<file path="config.mk">
export PLATFORM = sky130hd
export DESIGN_NAME = mlpf_level_table
export DESIGN_NICKNAME = d
export VERILOG_FILES = /design/src/mlpf_level_table.sv
export SDC_FILE = /design/constraint.sdc
export NUM_CORES = 1
export LEC_CHECK = 0
export ABC_AREA = 1
export BUFFER_PORTS_ARGS = -buffer_cell sky130_fd_sc_hd__buf_4
export CAP_MARGIN = 20
export CORE_MARGIN = 2
export CORE_UTILIZATION = 48
export DETAILED_ROUTE_END_ITERATION = 7
export MAX_ROUTING_LAYER = met4
export PLACE_DENSITY = 0.65
export SYNTH_ARGS = -nofsm -noshare
export SYNTH_HDL_FRONTEND = slang
export SYNTH_SLANG_ARGS = --single-unit
</file>
<file path="constraint.sdc">
create_clock -name clk -period 3.9 [get_ports clk]
set_clock_uncertainty 0.2 [all_clocks]
set_input_delay 0.585 -clock clk [delete_from_list [all_inputs] [get_ports clk]]
set_output_delay 0.585 -clock clk [all_outputs]
set_load 0.005 [all_outputs]
</file>
<file path="src/mlpf_level_table.sv">
module mlpf_level_table #(
  parameter int LEVELS = 10,
  parameter int WIDTH  = 13
) (
  input  logic                      clk,
  input  logic                      rst,
  input  logic [$clog2(LEVELS)-1:0] raddr,
  output logic [WIDTH-1:0]          rdata,
  input  logic                      we,
  input  logic [$clog2(LEVELS)-1:0] waddr,
  input  logic [WIDTH-1:0]          wdata
);

  logic [WIDTH-1:0] mem [LEVELS];
  logic [LEVELS-1:0] valid;
  logic [WIDTH-1:0] rd_q;
  logic rd_vld;

  always_ff @(posedge clk) begin
    if (we) begin
      mem[waddr] <= wdata;
    end
    rd_q <= mem[raddr];
  end

  always_ff @(posedge clk) begin
    if (rst) begin
      valid  <= '0;
      rd_vld <= 1'b0;
    end else begin
      if (we) begin
        valid[waddr] <= 1'b1;
      end
      rd_vld <= valid[raddr];
    end
  end

  // unwritten rows read as all zero
  assign rdata = rd_vld ? rd_q : '0;

endmodule

</file>
==> results of run 1 <==
cell type report:
| type | instances | share of cell area [%] |
|---|---|---|
| clock buffers | 17 | 6.00 |
| well taps | 172 | 3.03 |
| inverters | 50 | 2.65 |
| multi-input cells | 285 | 18.8 |
| repair buffers | 43 | 4.73 |
| clock inverters | 15 | 3.02 |
| flip-flops and latches | 154 | 61.8 |
cell families (layout without fill, tap and decap cells):
kind of cell,after synthesis,after routing,synth area share (%)
AND/OR/NAND/NOR,186,186,13.1
flip-flops,154,154,72.0
AO/OA/AOI/OAI,99,99,8.73
buffers and inverters,78,125,6.16
routing by layer:
metal,track usage (%),vias up
li1,-,1843
met1,25.1,1868
met2,35.5,116
met3,4.98,17
met4,8.39,0
met5,-,-
critical path, stage by stage, from the launching register on:
cell,delay (ns)
dfxtp_1,0.77
nand2_1,0.12
inv_1,0.08
buf_4,0.10
final timing paths:
path,cells after the start,end,start,slack (ns)
setup / recovery,3,rdata[6],rd_vld,1.61
hold / removal,2,rd_vld,rst,0.20
setup reg to reg,6,rd_q[9],mem[5][9],2.61
hold reg to reg,2,rd_q[7],mem[9][7],0.26
sequential cells by signal, summed over array words and instances, names as in the netlist:
register / cells
mem: 130
valid: 10
rd_q: 13
rd_vld: 1
cell usage after synthesis, drive strengths merged:
master	count
a21oi	21
buf	19
clkbuf	9
clkinv	1
dfxtp	24
edfxtp	130
inv	49
nand2	44
nand3	35
nor2	103
nor3	4
o211ai	13
o21ai	65
power by group through the flow:
stage / sequential [mW] / combinational [mW] / clock, mW
final: 1.84 / 0.195 / 1.75
after global placement: 1.87 / 0.189 / 0
after global routing: 1.84 / 0.219 / 1.85
after floorplan: 1.87 / 0.124 / 0
after CTS: 1.84 / 0.195 / 1.77
after detailed placement: 1.88 / 0.193 / 0
stage by stage:
step	power (mW)	utilization, %	cells	setup slack, ns	hold WS (ns)
floorplan	1.99	-	517	1.58	0.235
global placement	2.06	51.4	703	1.51	0.244
detailed placement	2.07	51.4	703	1.48	0.247
CTS	3.80	56.5	735	1.53	0.190
global route	3.91	56.7	736	1.50	0.188
finish	3.79	56.7	736	1.61	0.201
==> metrics.md, run 1 <==
| Metric | Value |
|---|---|
| DR DRC count | 0 |
| Detail Route Antenna Nets | 0 |
| Setup TNS Final | 0 ns |
| Synthesized netlist net count | 541 |
| Via/cell ratio | 5.22 |
| Final setup viols | 0 |
| Nets | 575 |
| PostCTS Resize Cnt | 0 |
| Leading cell type in the layout, fill and taps excluded | edfxtp_1 |
| Top Ports | 37 |
| Antenna fix cells | 0 |
| Routed len/inst | 17.4 µm |
| Met2 wire len | 6.41 mm |
| Core area | 12,500 µm² |
| Status | complete, no violations |
| Count of pins over their slew limit | 0 |
| Yosys warns | 0 |
| Combinational group share of total power | 5.1% |
| Grt total ovfl | 0 |
| Die W | 117 µm |
| Crit Path Category | flip-flop to primary output |
| Vias post-DR | 3,844 |
| CTS sink cnt | 154 |
| Share of cells above drive strength 1 | 16.3% |
| Clock buffer depth | 2 |
| Worst Setup End Kind | primary output |
| Vias in the first global route | 3,748 |
| Cells after Synth | 517 |
| Initial cell density of the core | 48.6% |
| Worst-margin pin slew | 1.04 ns |
| Post-route cell area | 7100 µm² |
| Hold crit path type | input pin to flip-flop |
| Synth unique cells | 24 |
| Startpoint types | flip-flop |
| Root Buffer | clkbuf_16 |
| Die area | 13,600 µm² |
| CTS tree | yes |
| Area of the multi-input gates | 1330 µm² |
| NetSw | 0.812 mW |
| Highest Signal Layer | met4 |
| CP required | 3.12 ns |
| CTS Buf Count | 17 |
| DP Area | 6440 µm² |
| CTS Hold Bufs | 0 |
| Die H | 117 µm |
| Syn Area/Cell | 11.8 µm² |
| Metal-1 WL | 5.51 mm |
| DP HPWL | 6.89 mm |
| Seq pwr share | 48.6% |
| Achievable clock frequency | 436 MHz |
| Largest net degree at the start of global routing | 84 |
| Setup Buffers After CTS | 0 |
| Commonest cells after routing, fill and taps aside | edfxtp_1, nor2_1, inv_1 |
| Seq/Total Area, Yosys | 72.0% |
| RSZ-0062 raised after global routing | no |
| WL final | 12.8 mm |
| Max_slew headroom | 30.4% |
| Leak | 2.69 nW |
| Tmin final | 2.29 ns |
| WL met3 | 663 µm |
| Clock power frac | 46.3% |
| Area Growth Syn to Fin | 16.5% |
| Number of synthesized register bits | 154 |
| Max-cap viol count | 0 |
| FP Rows | 41 |
| Cell Area, Synth | 6090 µm² |
| Crit path arrival time | 1.51 ns |
| Tot GR Track Use | 21.2% |
| Gpl congestion | 0.786 |
| Initial antenna violation count | 0 |
| Synth top area cells | edfxtp_1, dfxtp_1, nor2_1, o21ai_0, inv_1 |
| Clock slew at reported path FFs | 0.06 ns |
| I/O Buffers | 36 |
| Drt initial violations | 281 |
| 1st-pass router iterations | 5 |
| H-tree level count | 4 |
| Yosys top cell area share | 64.1% |
| Switching Fraction | 21.4% |
| Peak supply drop | 266 µV |
| Cell-internal power | 2.97 mW |
| CP max FO | 13 |
| Final worst-path cycle share | 58.8% |
| Final Hold Fails | 0 |
| First-pass GRT wire length | 19.9 mm |
| Fill cells | 1,060 |
| Synth area leader | edfxtp_1 |
| FF/Latch Area | 4380 µm² |
| Pwr/cell area | 534 nW/µm² |
| Clock Latency Late Sink | 0.43 ns |
No activity file was read; power rests on OpenSTA's default activity.
==> run 2, diff against run 1 <==
- clock period: 3.9 -> 2.18 ns (I/O delays scaled with it)
==> run 2 against run 1 <==
  * Register-to-register slack got worse by 1.7 ns
  * Worst setup slack got worse by 1.2 ns
  * Wire length decreased by 0.71%
  * First-iteration DRC count increased by 7.5%
  * Final cell count increased by 4.1%
  * Core utilization increased by 2.1 points
  * Sequential share of layout area decreased by 2.2 points
  * Critical path type unchanged
  * Cell area increased by 3.8%
  * Global-route usage decreased by 0.18 points
  * Sequential power increased by 79%
  * Highest routed layer unchanged
==> metrics.md, run 2 (synthesis gave the netlist of run 1 again) <==
| Metric | Value |
|---|---|
| Area Growth Syn to Fin | 20.9% |
| Vias post-DR | 3,917 (+1.9%) |
| Max-cap viol count | 0 (unchanged) |
| Routed len/inst | 16.6 µm (-4.6%) |
| Clock buffer depth | 2 (unchanged) |
| Peak supply drop | 491 µV (+84%) |
| First-pass GRT wire length | 20.1 mm (+0.90%) |
| WL final | 12.7 mm (-0.71%) |
| Final worst-path cycle share | 80.0% |
| CP max FO | 13 (unchanged) |
| Die H | 117 µm (unchanged) |
| Antenna fix cells | 0 (unchanged) |
| Slowest-stage cell, CP | dfxtp_1 |
| Worst-margin pin slew | 0.448 ns (-0.590 ns) |
| Gpl congestion | 0.777 (-1.2%) |
| Worst path cell trace | buf_4, nand2_1, inv_1, buf_4 |
| 1st-pass router iterations | 4 (-1) |
| Die area | 13,600 µm² (unchanged) |
| Commonest cells after routing, fill and taps aside | edfxtp_1, nor2_1, buf_4 |
| Share of cells above drive strength 1 | 17.5% (+1.2 points) |
| Tmin final | 1.74 ns |
| Top Ports | 37 (unchanged) |
| Critical Path Most Common Cell | buf_4 |
| Achievable clock frequency | 573 MHz |
| Setup Buffers After CTS | 0 (unchanged) |
| Final setup viols | 0 (unchanged) |
| Drt initial violations | 302 (+7.5%) |
| Final Hold Fails | 0 (unchanged) |
| Crit Path Category | flip-flop to primary output |
| CP required | 1.65 ns (-1.47 ns) |
| Hold crit path type | input pin to flip-flop |
| Max FFs per register | 130 (unchanged) |
| Core area | 12,500 µm² (unchanged) |
| Leak | 2.84 nW (+5.5%) |
| Detail Route Antenna Nets | 0 (unchanged) |
| Initial cell density of the core | 48.6% (unchanged) |
| Largest net degree at the start of global routing | 60 (-29%) |
| FP Rows | 41 (unchanged) |
| DP HPWL | 7.41 mm (+7.6%) |
| Largest registers | mem (130), rd_q (13), valid (10) |
| Vias in the first global route | 3,868 (+3.2%) |
| CP max stage delay | 0.30 ns (-0.47 ns) |
| Worst Setup End Kind | primary output |
| Max_slew headroom | 69.9% (+40 points) |
| PostCTS Resize Cnt | 0 (unchanged) |
| Root Buffer | clkbuf_16 |
| Nets | 605 (+5.2%) |
| Tot GR Track Use | 21.1% (-0.18 points) |
| Fin Hold WS | 0.0183 ns (-0.182 ns) |
| Grt total ovfl | 0 (unchanged) |
| Pwr/cell area | 922 nW/µm² (+73%) |
| Setup TNS Final | 0 ns (unchanged) |
| CTS sink cnt | 154 (unchanged) |
| H-tree level count | 4 (unchanged) |
| CTS tree | yes |
| CTS Buf Count | 17 (unchanged) |
| I/O Buffers | 36 (unchanged) |
| Initial antenna violation count | 0 (unchanged) |
| Status | complete, no violations |
| Count of pins over their slew limit | 0 (unchanged) |
| RSZ-0062 raised after global routing | no |
| Startpoint types | flip-flop |
| Clock slew at reported path FFs | 0.06 ns (about the same) |
| Clock Latency Late Sink | 0.42 ns (about the same) |
| CTS Hold Bufs | 14 (+14) |
| Register with the highest flop count | mem |
| DR DRC count | 0 (unchanged) |
| Leading cell type in the layout, fill and taps excluded | edfxtp_1 |
| Crit path arrival time | 1.22 ns (-0.29 ns) |
| Die W | 117 µm (unchanged) |
| Fill cells | 1,055 (-0.47%) |
| Via/cell ratio | 5.11 (-2.1%) |
[run 2: cell count changes in the layout (fill, tap and decap cells not counted)]
cell           delta
clkinvlp_4        -1
clkbuf_1          +4
clkinv_2          +2
dlygate4sd3_1    +14
clkbuf_8          +4
clkinv_4          -5
buf_4            +15
inv_6             -4
buf_12            +1
[run 2: metal layers]
| metal | GRT usage [%] | vias to the layer above | wire length, µm |
|---|---|---|---|
| met5 | - | - | 0 |
| met4 | 6.51 | 0 | 113 |
| met3 | 5.50 | 16 | 632 |
| met2 | 34.6 | 104 | 6490 |
| met1 | 25.8 | 1895 | 5450 |
| li1 | - | 1902 | - |
[run 2: path summary, 6_finish.rpt]
check	depth (start not counted)	slack, ns	from	end
worst max register to register	6	0.96	mem[1][9]	rd_q[9]
worst min-delay path	3	0.02	raddr[3]	rd_vld
worst min register to register	2	0.25	valid[2]	valid[2]
worst max-delay path	4	0.44	rd_vld	rdata[0]
[run 2: final cells by class]
type                    instances  area (µm²)  share of cell area (%)
clock inverters                 7         138                    1.87
clock buffers                  25         495                    6.73
well taps                     172         215                    2.92
flip-flops and latches        154        4380                    59.6
repair buffers                 73         608                    8.26
inverters                      50         188                    2.55
multi-input cells             285        1330                    18.1
[run 2: report_power, final]
part | internal, mW | total (mW) | switching (mW)
logic | 0.146 | 0.387 | 0.240
clock network | 2.04 | 3.12 | 1.08
registers | 3.27 | 3.29 | 0.0184
total | 5.45 | 6.79 | 1.34
[run 2: per-stage QoR]
step / total power, mW / std cells / util, % / cell area [µm²] / setup WS, ns
floorplan: 3.57 / 517 / - / 6090 / 0.117
global placement: 3.71 / 720 / 52.6 / 6590 / 0.372
detailed placement: 3.72 / 720 / 52.6 / 6590 / 0.380
CTS: 6.84 / 766 / 58.8 / 7360 / 0.391
global route: 7.01 / 766 / 58.8 / 7360 / 0.381
finish: 6.79 / 766 / 58.8 / 7360 / 0.435
[run 2: worst max-delay path: cells and delay by family (launching register included)]
| family | cells | cell delay (ns) |
|---|---|---|
| buffers and inverters | 3 | 0.39 |
| DFF | 1 | 0.30 |
| and+or+nand+nor | 1 | 0.11 |
